<file path="src/mwoa_pkg.sv">
// mwoa_pkg: sizes, register indexes and sequencer codes for the
// mode weighted outlier average core. depends on nothing else.
package mwoa_pkg;

   localparam int MAX_SAMPLES = 128;
   localparam int SAMPLE_BITS = 12;

   // configuration register widths
   localparam int CFG_DATA_BITS  = 8;
   localparam int CFG_INDEX_BITS = 2;
   localparam int MARGIN_BITS    = 7;
   localparam int LEVEL_BITS     = 8;

   // store addressing and match count range (0..MAX_SAMPLES)
   localparam int ADDR_BITS = $clog2(MAX_SAMPLES);
   localparam int CNT_BITS  = $clog2(MAX_SAMPLES + 1);
   localparam int SUM_BITS  = SAMPLE_BITS + CNT_BITS;
   localparam int STEP_BITS = $clog2(SUM_BITS);

   // level test: count + max_level against peak, no sign needed
   localparam int LVL_BITS = ((CNT_BITS > LEVEL_BITS) ? CNT_BITS : LEVEL_BITS) + 1;

   // margin limit: floor(margin * n / 100) through a reciprocal
   localparam int PROD_BITS    = MARGIN_BITS + CNT_BITS;
   localparam int DIV100_SHIFT = 24;
   localparam int DIV100_RECIP = ((2 ** DIV100_SHIFT) + 99) / 100;
   localparam int RECIP_BITS   = $clog2(DIV100_RECIP + 1);
   localparam int SCALED_BITS  = PROD_BITS + RECIP_BITS;
   localparam int LIMIT_BITS   = CNT_BITS + 1;

   // reset values of the registers
   localparam int SAMPLE_COUNT_RESET   = 100;
   localparam int MAX_LEVEL_RESET      = 0;
   localparam int MARGIN_PERCENT_RESET = 10;

   typedef enum logic [CFG_INDEX_BITS-1:0] {
      REG_SAMPLE_COUNT   = 2'd0,
      REG_MAX_LEVEL      = 2'd1,
      REG_MARGIN_PERCENT = 2'd2
   } reg_index_type;

   typedef enum logic [4:0] {
      ST_FILL  = 5'b00001,
      ST_COUNT = 5'b00010,
      ST_KEEP  = 5'b00100,
      ST_DIV   = 5'b01000,
      ST_OUT   = 5'b10000
   } state_type;

endpackage

</file>
<file path="src/mode_weighted_outlier_average_core.sv">
// mode_weighted_outlier_average_core: batch store, pairwise match counting,
// outlier rejection and floor mean. depends on mwoa_pkg.
//
//   channel  direction  handshake             payload
//   req      in         req_valid/req_stall   req_sample
//   rsp      out        rsp_valid/rsp_stall   rsp_average, rsp_no_valid
//   csr      in         csr_valid/csr_ready   csr_index, csr_data
//
// a batch of n samples is taken one per cycle, then the match counting pass
// compares every pair (one compare a cycle through the two read ports of the
// sample store), the keep pass tests each entry, the divider forms the floor
// mean and the result register is loaded; the compare loop dominates the time.
// reset is synchronous; the stores have no clearing pass, a batch only reads
// entries it wrote. req_stall is high outside the fill phase; a result waiting
// on rsp_stall does not block the next batch until that batch is done.
module mode_weighted_outlier_average_core (
   input  logic                                   clock,
   input  logic                                   reset,
   input  logic                                   req_valid,
   output logic                                   req_stall,
   input  logic [mwoa_pkg::SAMPLE_BITS-1:0]       req_sample,
   output logic                                   rsp_valid,
   input  logic                                   rsp_stall,
   output logic [mwoa_pkg::SAMPLE_BITS-1:0]       rsp_average,
   output logic                                   rsp_no_valid,
   input  logic                                   csr_valid,
   output logic                                   csr_ready,
   input  logic [mwoa_pkg::CFG_INDEX_BITS-1:0]    csr_index,
   input  logic [mwoa_pkg::CFG_DATA_BITS-1:0]     csr_data
);

   localparam int AW  = mwoa_pkg::ADDR_BITS;
   localparam int CW  = mwoa_pkg::CNT_BITS;
   localparam int SB  = mwoa_pkg::SAMPLE_BITS;
   localparam int SMB = mwoa_pkg::SUM_BITS;
   localparam int LB  = mwoa_pkg::LVL_BITS;

   // configuration registers
   logic [mwoa_pkg::CFG_DATA_BITS-1:0] sample_count_ff;
   logic [mwoa_pkg::LEVEL_BITS-1:0]    max_level_ff;
   logic [mwoa_pkg::MARGIN_BITS-1:0]   margin_ff;

   // sequencer
   mwoa_pkg::state_type state_ff, state_in;
   logic [AW-1:0]  fill_ff, fill_in;
   logic [AW-1:0]  idx_i_ff, idx_i_in;
   logic [AW-1:0]  idx_j_ff, idx_j_in;
   logic           issue_ff, issue_in;

   // read pipeline tags
   logic           rd_valid_ff, rd_valid_in;
   logic           rd_first_ff, rd_first_in;
   logic           rd_last_ff, rd_last_in;
   logic           rd_end_ff, rd_end_in;
   logic [AW-1:0]  rd_i_ff, rd_i_in;

   // batch state
   logic [CW-1:0]  acc_ff, acc_in;
   logic [CW-1:0]  peak_ff, peak_in;
   logic [SMB-1:0] sum_ff, sum_in;
   logic [CW-1:0]  num_ff, num_in;
   logic [CW-1:0]  rem_ff, rem_in;
   logic [mwoa_pkg::STEP_BITS-1:0] step_ff, step_in;

   // margin limit pipeline, runs freely off the registers
   logic [mwoa_pkg::PROD_BITS-1:0]  prod_ff;
   logic [mwoa_pkg::LIMIT_BITS-1:0] limit_ff;
   logic [mwoa_pkg::SCALED_BITS-1:0] scaled;

   // result register
   logic           rsp_valid_ff, rsp_valid_in;
   logic [SB-1:0]  average_ff;
   logic           no_valid_ff;
   logic           load_rsp;

   // memories
   logic [SB-1:0]  store_mem [mwoa_pkg::MAX_SAMPLES];
   logic [CW-1:0]  counts_mem [mwoa_pkg::MAX_SAMPLES];
   logic [SB-1:0]  rd_a_ff, rd_b_ff;
   logic [CW-1:0]  rd_cnt_ff;
   logic           store_we;
   logic           counts_we;
   logic [CW-1:0]  counts_wdata;

   // batch size: zero reads as one, saturated to the store depth
   logic [CW-1:0]  batch_n;
   logic [CW-1:0]  batch_last;
   logic           last_i, last_j;

   // compare and keep logic
   logic           pair_eq;
   logic [CW-1:0]  cnt_new;
   logic           level_ok, margin_ok, keep;
   logic [SMB-1:0] kept_sum_next;
   logic [CW-1:0]  kept_num_next;
   logic [CW:0]    trial;
   logic           trial_ge;
   logic           req_xfer;

   always_comb begin
      if (sample_count_ff == '0) begin
         batch_n = CW'(1);
      end else if (32'(sample_count_ff) > 32'(mwoa_pkg::MAX_SAMPLES)) begin
         batch_n = CW'(mwoa_pkg::MAX_SAMPLES);
      end else begin
         batch_n = CW'(sample_count_ff);
      end
   end

   assign batch_last = batch_n - CW'(1);
   assign last_i     = (CW'(idx_i_ff) == batch_last);
   assign last_j     = (CW'(idx_j_ff) == batch_last);

   assign req_stall = (state_ff != mwoa_pkg::ST_FILL);
   assign req_xfer  = req_valid && !req_stall;
   assign csr_ready = 1'b1;

   // configuration writes, a new batch size drops the partial batch
   always_ff @(posedge clock) begin
      if (reset) begin
         sample_count_ff <= mwoa_pkg::CFG_DATA_BITS'(mwoa_pkg::SAMPLE_COUNT_RESET);
         max_level_ff    <= mwoa_pkg::LEVEL_BITS'(mwoa_pkg::MAX_LEVEL_RESET);
         margin_ff       <= mwoa_pkg::MARGIN_BITS'(mwoa_pkg::MARGIN_PERCENT_RESET);
      end else if (csr_valid && csr_ready) begin
         case (csr_index)
            mwoa_pkg::REG_SAMPLE_COUNT:   sample_count_ff <= csr_data;
            mwoa_pkg::REG_MAX_LEVEL:      max_level_ff    <= csr_data;
            mwoa_pkg::REG_MARGIN_PERCENT: margin_ff       <= csr_data[mwoa_pkg::MARGIN_BITS-1:0];
            default: ;
         endcase
      end
   end

   // margin limit = floor(margin * n / 100), two registered multiplies
   assign scaled = mwoa_pkg::SCALED_BITS'(prod_ff) *
                   mwoa_pkg::SCALED_BITS'(mwoa_pkg::DIV100_RECIP);

   always_ff @(posedge clock) begin
      prod_ff  <= mwoa_pkg::PROD_BITS'(margin_ff) * mwoa_pkg::PROD_BITS'(batch_n);
      limit_ff <= mwoa_pkg::LIMIT_BITS'(scaled >> mwoa_pkg::DIV100_SHIFT);
   end

   // compare of the pair read last cycle, count restarts on the first column
   assign pair_eq = (rd_a_ff == rd_b_ff);
   assign cnt_new = (rd_first_ff ? '0 : acc_ff) + CW'(pair_eq);

   // keep tests on the entry read last cycle
   assign level_ok  = (max_level_ff == '0) ||
                      ((LB'(rd_cnt_ff) + LB'(max_level_ff)) > LB'(peak_ff));
   assign margin_ok = (mwoa_pkg::LIMIT_BITS'(rd_cnt_ff) > limit_ff);
   assign keep      = rd_valid_ff && level_ok && margin_ok;
   assign kept_sum_next = sum_ff + (keep ? SMB'(rd_a_ff) : '0);
   assign kept_num_next = num_ff + CW'(keep);

   // restoring divide, one quotient bit a cycle shifted into sum_ff
   assign trial    = {rem_ff, sum_ff[SMB-1]};
   assign trial_ge = (trial >= {1'b0, num_ff});

   assign load_rsp = (state_ff == mwoa_pkg::ST_OUT) && (!rsp_valid_ff || !rsp_stall);

   always_comb begin
      state_in     = state_ff;
      fill_in      = fill_ff;
      idx_i_in     = idx_i_ff;
      idx_j_in     = idx_j_ff;
      issue_in     = issue_ff;
      rd_valid_in  = 1'b0;
      rd_first_in  = (idx_j_ff == '0);
      rd_last_in   = last_j;
      rd_end_in    = last_i && last_j;
      rd_i_in      = idx_i_ff;
      acc_in       = acc_ff;
      peak_in      = peak_ff;
      sum_in       = sum_ff;
      num_in       = num_ff;
      rem_in       = rem_ff;
      step_in      = step_ff;
      rsp_valid_in = rsp_valid_ff && rsp_stall;
      store_we     = 1'b0;
      counts_we    = 1'b0;
      counts_wdata = cnt_new;

      case (state_ff)
         mwoa_pkg::ST_FILL: begin
            if (req_xfer) begin
               store_we = 1'b1;
               if (CW'(fill_ff) == batch_last) begin
                  fill_in  = '0;
                  idx_i_in = '0;
                  idx_j_in = '0;
                  issue_in = 1'b1;
                  peak_in  = '0;
                  state_in = mwoa_pkg::ST_COUNT;
               end else begin
                  fill_in = fill_ff + AW'(1);
               end
            end
         end
         mwoa_pkg::ST_COUNT: begin
            // issue pair (i, j)
            if (issue_ff) begin
               rd_valid_in = 1'b1;
               if (last_j) begin
                  idx_j_in = '0;
                  if (last_i) begin
                     issue_in = 1'b0;
                  end else begin
                     idx_i_in = idx_i_ff + AW'(1);
                  end
               end else begin
                  idx_j_in = idx_j_ff + AW'(1);
               end
            end
            // compare the pair read last cycle
            if (rd_valid_ff) begin
               acc_in = cnt_new;
               if (rd_last_ff) begin
                  counts_we = 1'b1;
                  if (cnt_new > peak_ff) begin
                     peak_in = cnt_new;
                  end
               end
               if (rd_end_ff) begin
                  idx_i_in = '0;
                  issue_in = 1'b1;
                  sum_in   = '0;
                  num_in   = '0;
                  state_in = mwoa_pkg::ST_KEEP;
               end
            end
         end
         mwoa_pkg::ST_KEEP: begin
            rd_last_in = last_i;
            if (issue_ff) begin
               rd_valid_in = 1'b1;
               if (last_i) begin
                  issue_in = 1'b0;
               end else begin
                  idx_i_in = idx_i_ff + AW'(1);
               end
            end
            if (rd_valid_ff) begin
               sum_in = kept_sum_next;
               num_in = kept_num_next;
               if (rd_last_ff) begin
                  rem_in   = '0;
                  step_in  = '0;
                  state_in = mwoa_pkg::ST_DIV;
               end
            end
         end
         mwoa_pkg::ST_DIV: begin
            rem_in = trial_ge ? CW'(trial - {1'b0, num_ff}) : trial[CW-1:0];
            sum_in = {sum_ff[SMB-2:0], trial_ge};
            step_in = step_ff + mwoa_pkg::STEP_BITS'(1);
            if (32'(step_ff) == SMB - 1) begin
               state_in = mwoa_pkg::ST_OUT;
            end
         end
         mwoa_pkg::ST_OUT: begin
            if (load_rsp) begin
               rsp_valid_in = 1'b1;
               state_in     = mwoa_pkg::ST_FILL;
            end
         end
         default: begin
            state_in = mwoa_pkg::ST_FILL;
         end
      endcase

      // a rewritten batch size restarts the fill
      if (csr_valid && csr_ready && (csr_index == mwoa_pkg::REG_SAMPLE_COUNT)) begin
         fill_in = '0;
      end
   end

   always_ff @(posedge clock) begin
      if (reset) begin
         state_ff     <= mwoa_pkg::ST_FILL;
         fill_ff      <= '0;
         issue_ff     <= 1'b0;
         rd_valid_ff  <= 1'b0;
         rsp_valid_ff <= 1'b0;
      end else begin
         state_ff     <= state_in;
         fill_ff      <= fill_in;
         issue_ff     <= issue_in;
         rd_valid_ff  <= rd_valid_in;
         rsp_valid_ff <= rsp_valid_in;
      end
   end

   // payload and datapath registers
   always_ff @(posedge clock) begin
      idx_i_ff    <= idx_i_in;
      idx_j_ff    <= idx_j_in;
      rd_first_ff <= rd_first_in;
      rd_last_ff  <= rd_last_in;
      rd_end_ff   <= rd_end_in;
      rd_i_ff     <= rd_i_in;
      acc_ff      <= acc_in;
      peak_ff     <= peak_in;
      sum_ff      <= sum_in;
      num_ff      <= num_in;
      rem_ff      <= rem_in;
      step_ff     <= step_in;
      if (load_rsp) begin
         no_valid_ff <= (num_ff == '0);
         average_ff  <= (num_ff == '0) ? '0 : sum_ff[SB-1:0];
      end
   end

   // sample store: one write port, two registered read ports
   always_ff @(posedge clock) begin
      if (store_we) begin
         store_mem[fill_ff] <= req_sample;
      end
      rd_a_ff <= store_mem[idx_i_ff];
      rd_b_ff <= store_mem[idx_j_ff];
   end

   // match count store
   always_ff @(posedge clock) begin
      if (counts_we) begin
         counts_mem[rd_i_ff] <= counts_wdata;
      end
      rd_cnt_ff <= counts_mem[idx_i_ff];
   end

   assign rsp_valid    = rsp_valid_ff;
   assign rsp_average  = average_ff;
   assign rsp_no_valid = no_valid_ff;

endmodule
</file>
<file path="config.mk">
export PLATFORM = sky130hd
export DESIGN_NAME = mode_weighted_outlier_average_core
export DESIGN_NICKNAME = d
export VERILOG_FILES = /design/src/mwoa_pkg.sv /design/src/mode_weighted_outlier_average_core.sv
export SDC_FILE = /design/constraint.sdc
export NUM_CORES = 2
export LEC_CHECK = 0
export BUFFER_PORTS_ARGS = -buffer_cell sky130_fd_sc_hd__buf_2
export CORE_MARGIN = 2
export CORE_UTILIZATION = 52
export CTS_BUF_LIST = sky130_fd_sc_hd__clkbuf_8
export CTS_CLUSTER_SIZE = 10
export DETAILED_ROUTE_END_ITERATION = 6
export HOLD_SLACK_MARGIN = 0.02
export PLACE_DENSITY = 0.75
export SLEW_MARGIN = 20
export SYNTH_ARGS = -nofsm -noshare
export SYNTH_HDL_FRONTEND = slang
export SYNTH_SLANG_ARGS = --single-unit
</file>
<file path="constraint.sdc">
create_clock -name clock -period 8.6 [get_ports clock]
set_input_delay 1.29 -clock clock [delete_from_list [all_inputs] [get_ports clock]]
set_output_delay 1.29 -clock clock [all_outputs]
set_load 0.01 [all_outputs]
</file>
==> flow_summary_export.csv <==
group,metric,value,unit
detailed_routing,ant_nets,0,
yosys,synth-async-reset-ratio,0,%
yosys,ys_types,80,
power_and_ir_drop,vdd_drop_max,0.374,mV
layout,final_cells,10300,
sta,max_slew.worst_pin.slew,1250,ps
floorplanning,fp.dieW,496,um
clock_tree,clock-sinks,2748,
worst_setup_path,r2r_slack,2210,ps
power_and_ir_drop,p_int,0.0222,W
yosys,ys.flop_type,"edfxtp_1",
worst_setup_path,cp-end-kind,"flop",
global_routing,antenna_found_initial,28,
clock_tree,htree_levels,5,
sta,min_period_over_period,74.3,%
detailed_routing,drtPass1Iterations,6,
global_routing,grt_pass1_wl,469000,um
status,status,"finished, final reports clean",
yosys,synth_area,126000,um^2
floorplanning,dieHeight,496,um
worst_hold_path,min_to,"sample_count_ff[3]",
sta,slew-limit-headroom,16.0,%
yosys,syn_avg_cell_area,19.5,um^2
clock_tree,cts-hold-fix-buffers,0,
floorplanning,die_area,246000,um^2
sta,slew_viol_final,0,
detailed_routing,viasPerCell,6.62,
yosys,synth_top_family_by_area,"multiplexers",
worst_setup_path,critPathSlowestCell,"a211oi_2",
global_routing,busiest_layer,"met2",
global_routing,use_met2,41.1,%
clock_tree,cts_root_buf,"clkbuf_8",
sta,max_freq,156,MHz
layout,fin_util,57.6,%
detailed_routing,postRouteWirelength,321000,um
global_routing,grt_use_total,26.2,%
yosys,synth_edf_count,2644,
layout,nFillCells,17200,
floorplanning,rows,180,
floorplanning,start_util,52.3,%
power_and_ir_drop,switching_share,25.9,%
worst_setup_path,cp_num_buf_inv,1,
layout,seqCellArea,81500,um^2
yosys,synth_compound_area_share,2.41,%
power_and_ir_drop,combPwrFrac,15.7,%
worst_setup_path,cp-start-kind,"flop",
clock_tree,clk_path_buf_depth,4,
placement,dp_hpwl,194000,um
global_routing,met3_usage,7.18,%
yosys,synthAdderAreaFrac,4.18,%
power_and_ir_drop,p_seq_share,49.0,%
power_and_ir_drop,p_clk_share,35.3,%
yosys,synth-seq-cells,2748,
power_and_ir_drop,power.switching,0.00777,W
global_routing,grt_pass1_vias,69700,
sta,rsz0062_at_grt,"no",
worst_setup_path,rr_endpoint,"sum_ff[15]",
worst_hold_path,hold_class,"input port to flop",
layout,drive_gt1_share,29.1,%
clock_tree,clock_latency,1170,ps
yosys,seq_area_frac_synth,64.7,%
floorplanning,io_pins,43,
clock_tree,cts.reportedPaths.clkPinSlew,60,ps
layout,area_growth,10.1,%
global_routing,grt.overflow.total,0,
placement,dp_cells,9521,
worst_setup_path,reg2reg_depth,26,
job,cap_violations,0,
global_routing,grt_start_max_net_pins,129,
worst_setup_path,max_stage_delay,650,ps
sta,hold_viol,0,
detailed_routing,drc_errors,0,
worst_setup_path,r2r-start,"max_level_ff[0]",
sta,finClkSkew,128,ps
yosys,synthSimpleGateAreaFrac,2.88,%
worst_hold_path,hold-path-cell-count,3,
placement,gp_congestion,0.873,
sta,tns,0,ps
clock_tree,cts_tree,"done",
clock_tree,cts_inserted_buffers,436,
worst_setup_path,crit_required,9460,ps
worst_setup_path,crit_type,"flop to flop",
floorplanning,core,241000,um^2
worst_setup_path,crit_path_max_fanout,13,
sta,period_minus_slack,6390,ps
worst_hold_path,hp-start,"csr_data[3]",
power_and_ir_drop,p_leak,45.7,nW
layout,nNetsFinal,7147,
clock_tree,cts-resized-gates,0,
clock_tree,post_cts_buffers,0,
detailed_routing,vias,68400,
worst_setup_path,cp.arrival,7250,ps
placement,numPortBuffers,41,
layout,multi_input_area,41900,um^2
yosys,synth_cells,6461,
yosys,muxShareOfSynthArea,23.0,%
worst_setup_path,cp_top_family,"compound AO/OA/AOI/OAI gates",
sta,setup_violations,0,
power_and_ir_drop,power_density,216,nW/um^2
yosys,synth_xor_area_share,0.676,%
detailed_routing,drtIter0Drc,9001,
global_routing,use_met1,35.9,%
yosys,synth-warning-count,0,
yosys,synth_nets,6834,
detailed_routing,wl_per_cell,31.1,um
metal layers:
layer | vias to the layer above | routed length (um)
met3 | 728 | 38500
met1 | 35800 | 118000
met2 | 4313 | 153000
li1 | 27500 | -
met5 | - | 135
met4 | 22 | 11000
worst max path at each step:
stage | cells past startpoint | slack [ps] | start | end
finish | 26 | 2210 | max_level_ff[0] | sum_ff[15]
global route | 26 | 1630 | max_level_ff[0] | sum_ff[15]
CTS | 26 | 2250 | max_level_ff[0] | sum_ff[15]
detailed placement | 26 | 2230 | max_level_ff[0] | sum_ff[15]
global placement | 26 | 2320 | max_level_ff[0] | sum_ff[15]
floorplan | 15 | 1620 | rd_a_ff[3] | peak_ff[0]
logic make-up after synthesis:
| group | Yosys count |
|---|---|
| simple gates | 803 |
| other cells | 1 |
| compound gates | 458 |
| mux | 1386 |
| xor+xnor | 95 |
| flops | 2748 |
| fa+ha+maj | 346 |
| buf+inv | 624 |
power by group through the flow:
stage | Clock [W] | Combinational [W] | Sequential [W]
floorplan | 0 | 0.00347 | 0.0149
global placement | 0 | 0.00461 | 0.0150
detailed placement | 0 | 0.00479 | 0.0150
CTS | 0.0107 | 0.00487 | 0.0147
global route | 0.0112 | 0.00558 | 0.0147
finish | 0.0106 | 0.00471 | 0.0147
metrics by stage:
stage               total power [W]  setup slack [ps]  cell area, um^2  hold slack [ps]
floorplan                    0.0184              1620           126000              371
global placement             0.0196              2320           130000              505
detailed placement           0.0198              2230           130000              513
CTS                          0.0302              2250           139000              349
global route                 0.0315              1630           139000              416
finish                       0.0300              2210           139000              444
cell usage after synthesis (4+ instances only):
cell type | n | share of area (%)
or3_1 | 6 | 0.030
nand3_1 | 54 | 0.21
nor2b_1 | 39 | 0.19
xor2_1 | 30 | 0.21
and2_1 | 51 | 0.25
nor3_1 | 29 | 0.12
nor4_1 | 8 | 0.040
mux2i_1 | 161 | 1.3
fa_1 | 124 | 2.0
or2_2 | 4 | 0.020
xnor2_1 | 64 | 0.45
buf_4 | 32 | 0.19
mux2_2 | 20 | 0.18
buf_2 | 99 | 0.39
nand3b_1 | 7 | 0.042
nand2_1 | 148 | 0.44
o21ai_0 | 90 | 0.36
edfxtp_1 | 2644 | 63
nand4_1 | 17 | 0.084
ha_1 | 222 | 2.2
buf_1 | 53 | 0.16
o221ai_1 | 69 | 0.48
a211oi_1 | 31 | 0.18
a211o_1 | 9 | 0.063
o21bai_1 | 6 | 0.036
buf_6 | 6 | 0.054
a21oi_1 | 101 | 0.40
o22ai_1 | 61 | 0.30
a31oi_1 | 9 | 0.045
mux4_2 | 1205 | 22
a311oi_1 | 5 | 0.035
dfxtp_1 | 104 | 1.7
clkbuf_1 | 203 | 0.61
a21o_1 | 18 | 0.11
and3_1 | 11 | 0.055
nand2b_1 | 11 | 0.055
o21a_1 | 16 | 0.095
inv_1 | 227 | 0.68
nor2_1 | 400 | 1.2
worst register-to-register path: stages (launching register included):
cell	delay (ps)
dfxtp_1	360
ha_1	190
inv_1	60
fa_1	400
nor2b_1	120
o21ai_0	100
a21boi_0	260
o21ai_0	110
nand2b_1	130
xor2_1	170
ha_1	250
nand2_1	90
nor3_1	60
a211oi_1	210
a211oi_1	90
a211oi_2	650
and2_1	290
ha_1	240
a21o_1	150
a21oi_1	220
nor2b_1	80
o21a_1	190
o41ai_1	650
o21ai_1	250
o21ai_0	510
o41ai_1	120
a32o_1	250
layout make-up:
cell class / instances / share of cell area, %
clock inverter: 332 / 1.33
clock buffer: 460 / 4.57
multi-input combinational: 3089 / 30.2
tap: 3185 / 2.87
inverter: 231 / 0.631
timing repair buffer: 268 / 1.57
antenna: 14 / 0.0253
sequential: 2748 / 58.8
flip-flops by register name (all words and copies together), names as in the netlist, 9 cells and up:
register	count
prod_ff	15
sum_ff	20
store_mem	1536
counts_mem	1024
rd_a_ff	12
rsp_average	12
rd_b_ff	12
limit_ff	9
placed cells by master, fill, tap and decap left out, types with 8 or more instances in the layout:
cell type	instances
a211o_1	9
nor2_1	393
a31oi_1	9
nand2_1	146
nand4_1	17
edfxtp_1	2644
buf_2	29
o22ai_1	61
and3_1	11
nand3_1	52
nor2b_1	39
xor2_1	30
buf_4	219
a21oi_1	100
o221ai_1	69
diode_2	14
o21a_1	16
dfxtp_1	104
nand2b_1	10
o21ai_0	88
a211oi_1	29
clkinv_1	104
nor4_1	8
bufinv_16	18
mux2i_1	161
clkinv_2	56
clkbuf_8	460
buf_12	18
nor3_1	29
inv_1	371
a21o_1	18
fa_1	124
xnor2_1	62
and2_1	51
ha_1	220
mux2_2	20
mux4_2	1205
Power figures use the tool's default switching activity.
